### src/design/mm64_pkg.sv
// Shared constants and types for the MurmurHash64A stream hasher.
package mm64_pkg;

  localparam logic [63:0] MIX_MUL   = 64'hc6a4a7935bd1e995;
  localparam int unsigned MIX_SHIFT = 47;

  typedef logic [63:0] word_t;

endpackage

### src/design/mm64_mul.sv
// Iterative 64x64 (low half) multiply by the mix constant on one 32x32 multiplier.
module mm64_mul (
  input  logic             clk_i,
  input  logic             rst_ni,
  input  logic             start_i,
  input  mm64_pkg::word_t  operand_i,
  output logic             done_o,
  output mm64_pkg::word_t  result_o
);
  import mm64_pkg::*;

  typedef enum logic [1:0] {
    STEP_IDLE,
    STEP_LL,
    STEP_LH,
    STEP_HL
  } step_e;

  step_e        step_q, step_d;
  logic         done_q, done_d;
  word_t        op_q, op_d;
  word_t        acc_q, acc_d;
  logic [31:0]  mul_a, mul_b;
  logic [63:0]  prod;

  // low64(a*M) = aL*ML + ((aL*MH + aH*ML) << 32)
  always_comb begin
    mul_a = (step_q == STEP_HL) ? op_q[63:32] : op_q[31:0];
    mul_b = (step_q == STEP_LH) ? MIX_MUL[63:32] : MIX_MUL[31:0];
    prod  = 64'(mul_a) * 64'(mul_b);
  end

  always_comb begin
    step_d = step_q;
    done_d = 1'b0;
    op_d   = op_q;
    acc_d  = acc_q;
    if (start_i) begin
      op_d   = operand_i;
      step_d = STEP_LL;
    end else begin
      unique case (step_q)
        STEP_IDLE: ;
        STEP_LL: begin
          acc_d  = prod;
          step_d = STEP_LH;
        end
        STEP_LH: begin
          acc_d[63:32] = acc_q[63:32] + prod[31:0];
          step_d       = STEP_HL;
        end
        STEP_HL: begin
          acc_d[63:32] = acc_q[63:32] + prod[31:0];
          step_d       = STEP_IDLE;
          done_d       = 1'b1;
        end
        default: step_d = STEP_IDLE;
      endcase
    end
  end

  always_ff @(posedge clk_i or negedge rst_ni) begin
    if (!rst_ni) begin
      step_q <= STEP_IDLE;
      done_q <= 1'b0;
    end else begin
      step_q <= step_d;
      done_q <= done_d;
    end
  end

  always_ff @(posedge clk_i) begin
    op_q  <= op_d;
    acc_q <= acc_d;
  end

  assign done_o   = done_q;
  assign result_o = acc_q;

endmodule

### src/design/murmur64a_stream_hash.sv
// Top level: MurmurHash64A over a stream of 64-bit little-endian words.
//
// Input stream (s_axis_*): one request per message word. tdata carries the
// word, its valid byte count and the message length; tuser flags the first
// word of a message (hash starts from seed ^ length*M), tlast the final one.
// A count of 0 mixes nothing, 1..7 is a tail word, 8 or more a full word.
// Output stream (m_axis_*): one hash per message, issued after the last word.
// Config (APB): seed at byte address 0, 64-bit data, pready tied high.
//
// Datapath: every 64-bit multiply runs on one shared 32x32 multiplier,
// three partial products. A first word adds one multiply (length*M), a
// full word takes three, a tail word one, and a last word one more for
// finalization. tready is high only between words; the design works on
// one word at a time.
// Reset clears the seed and running hash to zero and empties the output.
// A stalled receiver leaves the hash in the output register; the next
// message words are still taken and only a second finished hash waits.
module murmur64a_stream_hash (
  input  logic          clk_i,
  input  logic          rst_ni,
  // slave stream
  input  logic          s_axis_tvalid,
  output logic          s_axis_tready,
  input  logic [103:0]  s_axis_tdata,   // data_word[63:0], valid_bytes[67:64],
                                        // total_length[98:68], zero fill above
  input  logic          s_axis_tuser,   // first_item
  input  logic          s_axis_tlast,   // last_item
  // master stream
  output logic          m_axis_tvalid,
  input  logic          m_axis_tready,
  output logic [63:0]   m_axis_tdata,   // hash_value[63:0]
  // config
  input  logic          psel,
  input  logic          penable,
  input  logic          pwrite,
  input  logic [3:0]    paddr,
  input  logic [63:0]   pwdata,
  output logic [63:0]   prdata,
  output logic          pready
);
  import mm64_pkg::*;

  localparam logic [3:0] ADDR_SEED = 4'h0;

  typedef enum logic [3:0] {
    ST_IDLE,
    ST_INIT,
    ST_DATA,
    ST_K1,
    ST_K2,
    ST_HMUL,
    ST_CHECK,
    ST_FIN,
    ST_OUT
  } state_e;

  state_e       state_q, state_d;
  word_t        seed_q, seed_d;
  word_t        hash_q, hash_d;
  word_t        word_q, word_d;
  logic [3:0]   count_q, count_d;
  logic         last_q, last_d;
  logic         ovalid_q, ovalid_d;
  word_t        odata_q, odata_d;

  logic         mul_start;
  word_t        mul_operand;
  logic         mul_done;
  word_t        mul_res;
  word_t        mul_mix;
  word_t        tail_word;
  logic         s_take;

  mm64_mul u_mul (
    .clk_i     (clk_i),
    .rst_ni    (rst_ni),
    .start_i   (mul_start),
    .operand_i (mul_operand),
    .done_o    (mul_done),
    .result_o  (mul_res)
  );

  assign s_axis_tready = (state_q == ST_IDLE);
  assign s_take        = s_axis_tvalid && s_axis_tready;
  assign mul_mix       = mul_res ^ (mul_res >> MIX_SHIFT);

  // keep only the low count bytes of a tail word
  always_comb begin
    for (int b = 0; b < 8; b++) begin
      tail_word[8*b +: 8] = (4'(b) < count_q) ? word_q[8*b +: 8] : 8'h00;
    end
  end

  always_comb begin
    state_d     = state_q;
    seed_d      = seed_q;
    hash_d      = hash_q;
    word_d      = word_q;
    count_d     = count_q;
    last_d      = last_q;
    ovalid_d    = ovalid_q;
    odata_d     = odata_q;
    mul_start   = 1'b0;
    mul_operand = hash_q;

    if (psel && penable && pwrite && paddr == ADDR_SEED) seed_d = pwdata;
    if (ovalid_q && m_axis_tready) ovalid_d = 1'b0;

    unique case (state_q)
      ST_IDLE: begin
        if (s_take) begin
          word_d  = s_axis_tdata[63:0];
          count_d = s_axis_tdata[67:64];
          last_d  = s_axis_tlast;
          if (s_axis_tuser) begin
            mul_start   = 1'b1;
            mul_operand = {33'b0, s_axis_tdata[98:68]};
            state_d     = ST_INIT;
          end else begin
            state_d = ST_DATA;
          end
        end
      end
      ST_INIT: begin
        if (mul_done) begin
          hash_d  = seed_q ^ mul_res;
          state_d = ST_DATA;
        end
      end
      ST_DATA: begin
        if (count_q[3]) begin
          mul_start   = 1'b1;
          mul_operand = word_q;
          state_d     = ST_K1;
        end else if (count_q != 4'd0) begin
          mul_start   = 1'b1;
          mul_operand = hash_q ^ tail_word;
          state_d     = ST_HMUL;
        end else begin
          state_d = ST_CHECK;
        end
      end
      ST_K1: begin
        if (mul_done) begin
          mul_start   = 1'b1;
          mul_operand = mul_mix;
          state_d     = ST_K2;
        end
      end
      ST_K2: begin
        if (mul_done) begin
          mul_start   = 1'b1;
          mul_operand = hash_q ^ mul_res;
          state_d     = ST_HMUL;
        end
      end
      ST_HMUL: begin
        if (mul_done) begin
          hash_d  = mul_res;
          state_d = ST_CHECK;
        end
      end
      ST_CHECK: begin
        if (last_q) begin
          mul_start   = 1'b1;
          mul_operand = hash_q ^ (hash_q >> MIX_SHIFT);
          state_d     = ST_FIN;
        end else begin
          state_d = ST_IDLE;
        end
      end
      ST_FIN: begin
        if (mul_done) state_d = ST_OUT;
      end
      ST_OUT: begin
        // product stays in the multiplier until the output register frees up
        if (!ovalid_q || m_axis_tready) begin
          ovalid_d = 1'b1;
          odata_d  = mul_mix;
          state_d  = ST_IDLE;
        end
      end
      default: state_d = ST_IDLE;
    endcase
  end

  always_ff @(posedge clk_i or negedge rst_ni) begin
    if (!rst_ni) begin
      state_q  <= ST_IDLE;
      seed_q   <= '0;
      hash_q   <= '0;
      ovalid_q <= 1'b0;
      odata_q  <= '0;
    end else begin
      state_q  <= state_d;
      seed_q   <= seed_d;
      hash_q   <= hash_d;
      ovalid_q <= ovalid_d;
      odata_q  <= odata_d;
    end
  end

  always_ff @(posedge clk_i) begin
    word_q  <= word_d;
    count_q <= count_d;
    last_q  <= last_d;
  end

  assign m_axis_tvalid = ovalid_q;
  assign m_axis_tdata  = odata_q;
  assign prdata        = (paddr == ADDR_SEED) ? seed_q : 64'd0;
  assign pready        = 1'b1;

endmodule
### config.mk
export PLATFORM = sky130hd
export DESIGN_NAME = murmur64a_stream_hash
export DESIGN_NICKNAME = d
export VERILOG_FILES = /design/src/design/mm64_pkg.sv /design/src/design/mm64_mul.sv /design/src/design/murmur64a_stream_hash.sv
export SDC_FILE = /design/constraint.sdc
export NUM_CORES = 2
export LEC_CHECK = 0
export BUFFER_PORTS_ARGS = -buffer_cell sky130_fd_sc_hd__buf_2
export CAP_MARGIN = 20
export CORE_ASPECT_RATIO = 0.8
export CORE_MARGIN = 1.5
export CORE_UTILIZATION = 55
export DETAILED_ROUTE_END_ITERATION = 7
export PLACE_DENSITY_LB_ADDON = 0.2
export SYNTH_ARGS = -nofsm -noshare
export SYNTH_HDL_FRONTEND = slang
export SYNTH_SLANG_ARGS = --single-unit
export TNS_END_PERCENT = 10
### constraint.sdc
create_clock -name clk_i -period 18.9 [get_ports clk_i]
set_input_delay 0 -clock clk_i [delete_from_list [all_inputs] [get_ports clk_i]]
set_output_delay 0 -clock clk_i [all_outputs]
set_load 0.005 [all_outputs]
==> flow_metrics.tcl <==
set metrics [dict create \
    status "finished, final reports clean" \
    htree_levels 2 \
    endpoint_kind "flop" \
    cp_max_fo 25 \
    start_util_pct 55.5 \
    place.gp.congestion 0.988 \
    cp.arrival_ns 11.34 \
    post_cts_resized 0 \
    synth_area_per_cell_um2 9.99 \
    hold_start "s_axis_tuser" \
    vias 34600 \
    fin_crit_sh_pct 58.5 \
    reg2reg_depth 36 \
    drtAntennaViolNets 0 \
    critPathLaunchType "flop" \
    yosysTopAreaCell "fa_1" \
    slew-limit-headroom_pct 27.3 \
    hold_violations 0 \
    cts.sinks 397 \
    grt_pass1_vias 34200 \
    io_buffers 305 \
    async_flop_share_pct 50.4 \
    die_area_um2 82800 \
    tns_ns 0 \
    slew_violations 0 \
    hold_depth 6 \
    rr_endpoint "u_mul.result_o[63]" \
    cts_setup_buffers 0 \
    ios 312 \
    drive_gt1_share_pct 12.1 \
    clock.fmax_mhz 90.4 \
    clk-insertion-delay-late_ns 0.56 \
    whs_endpoint "state_q[0]" \
    drtIter0Drc 4010 \
    clock_skew_ns 0.0331 \
    ys_types 79 \
    ys_ff_latch 397 \
    hold_class "primary input to flop" \
    wirelength_um 150000 \
    dp_hpwl_um 123000 \
    via_per_inst 5.79 \
    rsz0062_at_grt "false" \
    synth_cells 4463 \
    cp_data_required_time_ns 19.18 \
    cts_buffers 36 \
    fin_nets 6077 \
    r2r_start "u_mul.step_q[0]" \
    drc_errors 0 \
    crit_path_top_delay_cell "mux2i_1" \
    fp.dieW_um 321 \
    netlist_area_um2 44600 \
    yosysWarnings 0 \
    yosysSeqAreaShare_pct 24.5 \
    max_stage_delay_ns 0.81 \
    synth.area.top_cells "fa_1 27%, edfxtp_1 13%, ha_1 12%" \
    ctsHoldBuffers 166 \
    antenna_found_initial 7 \
    setup_violations 0 \
    maxCapViolCount 0 \
    yosys_most_used_dff "dfrtp_1" \
    place_ws_ns 8.19 \
    die_h_um 258 \
    grt_usage_pct 36.9 \
    clk_pin_slew_worst_paths_ns 0.07 \
    reg2reg_slack_ns 7.84 \
    cp_common_cell "fa_1" \
    setup_ws_ns 7.84 \
    synth.most_common_cell "inv_1" \
    synth_top_area_share_pct 27.3 \
    synth_commonest_cells "827 x inv_1, 607 x fa_1, 440 x ha_1" \
    layout_min_cycle_time_ns 11.06 \
    path_class "flop to flop" \
    overflow 0 \
    area_growth_pct 12.4 \
    cts_buffer_depth 3 \
    drtPass1Iterations 5 \
    post_drt_wl_per_cell_um 25.1 \
    cts_tree "built" \
    clockRootBuffer "clkbuf_16" \
    rows 93 \
    worst_pin_slew_ns 1.08 \
    grt_start_max_net_pins 102 \
    grt_pass1_wl_um 224000 \
    synth-edff-count 197 \
    core_um2 80400 \
]
-- worst max-delay path: cells and delay by family (launching register included) --
kind                     cells  cell delay, ns
AO/OA/AOI/OAI                8            1.42
XOR/XNOR                     2            0.86
flip-flops                   1            0.45
AND/OR/NAND/NOR              8            1.69
adder cells (fa/ha/maj)     10            4.03
buffers and inverters        6            1.35
multiplexers                 2            0.93
-- metal layers --
layer,track usage [%],vias to the layer above,routed length (µm)
li1,-,15300,-
met1,54.6,17200,63600
met2,53.3,1830,64000
met3,10.7,222,18200
met4,8.81,4,4200
met5,0,-,23
-- worst max-delay path by stage --
stage                               start  slack [ns]            endpoint  cells past startpoint
after floorplan           u_mul.step_q[0]        9.59  u_mul.result_o[63]                     37
after global placement    u_mul.step_q[0]        8.14  u_mul.result_o[63]                     36
after detailed placement  u_mul.step_q[0]        8.19  u_mul.result_o[63]                     36
after CTS                 u_mul.step_q[0]        8.13  u_mul.result_o[63]                     37
after global routing      u_mul.step_q[0]        7.41  u_mul.result_o[63]                     40
final                     u_mul.step_q[0]        7.84  u_mul.result_o[63]                     36
-- cells in the final DEF (no fill, tap or decap), types with 37 or more instances in the layout --
| cell | netlist | layout |
|---|---|---|
| inv_1 | 827 | 827 |
| fa_1 | 607 | 607 |
| ha_1 | 440 | 440 |
| nand2_1 | 395 | 392 |
| buf_2 | 13 | 304 |
| a21oi_1 | 261 | 261 |
| nor2_1 | 256 | 251 |
| dfrtp_1 | 200 | 200 |
| edfxtp_1 | 197 | 197 |
| dlygate4sd3_1 | 0 | 166 |
| mux2_2 | 134 | 134 |
| o21ai_0 | 122 | 122 |
| nand3_1 | 111 | 110 |
| xor2_1 | 110 | 110 |
| xnor2_1 | 86 | 86 |
| and2_1 | 71 | 70 |
| a21o_1 | 44 | 44 |
| buf_4 | 2 | 44 |
| o31ai_1 | 39 | 39 |
| clkbuf_16 | 0 | 37 |
-- registers in the layout, summed over array words and instances, names as in the netlist --
signal / flops
hash_q: 64
u_mul.result_o: 64
count_q: 4
u_mul.op_q: 64
state_q: 4
m_axis_tvalid: 1
u_mul.step_q: 2
last_q: 1
m_axis_tdata: 64
word_q: 64
u_mul.done_o: 1
seed_q: 64
-- logic make-up after synthesis --
kind of cell | share of synthesized area, %
adder cells (fa/ha/maj) | 39.6
buffers and inverters | 8.48
other | 0.0168
AND/OR/NAND/NOR | 9.56
XOR/XNOR | 3.90
AO/OA/AOI/OAI | 9.91
multiplexers | 4.04
flip-flops | 24.5
-- final cells by class --
| cell class | count | area (µm²) |
|---|---|---|
| Antenna cell | 7 | 17.5 |
| Clock buffer | 49 | 1030 |
| Clock inverter | 15 | 164 |
| Fill cell | 6740 | 30300 |
| Inverter | 830 | 3120 |
| Multi-Input combinational cell | 3069 | 30000 |
| Sequential cell | 397 | 10900 |
| Tap cell | 1092 | 1370 |
| Timing Repair Buffer | 515 | 3530 |
-- through the flow --
| stage | hold WS (ns) | util (%) | instances | area [µm²] |
|---|---|---|---|---|
| 2_1_floorplan | -0.296 | - | 4467 | 44600 |
| 3_3_place_gp | 0.104 | 58.7 | 5736 | 47200 |
| 3_5_place_dp | 0.0981 | 58.7 | 5737 | 47200 |
| 4_1_cts | 0.0357 | 62.3 | 5967 | 50100 |
| 5_1_grt | 0.0773 | 62.3 | 5969 | 50100 |
| 6_report | 0.0627 | 62.3 | 5974 | 50100 |
Power is left out: the tool's default activity adds up to more than one toggle a clock period on the data nets, which glitch-free logic cannot reach.
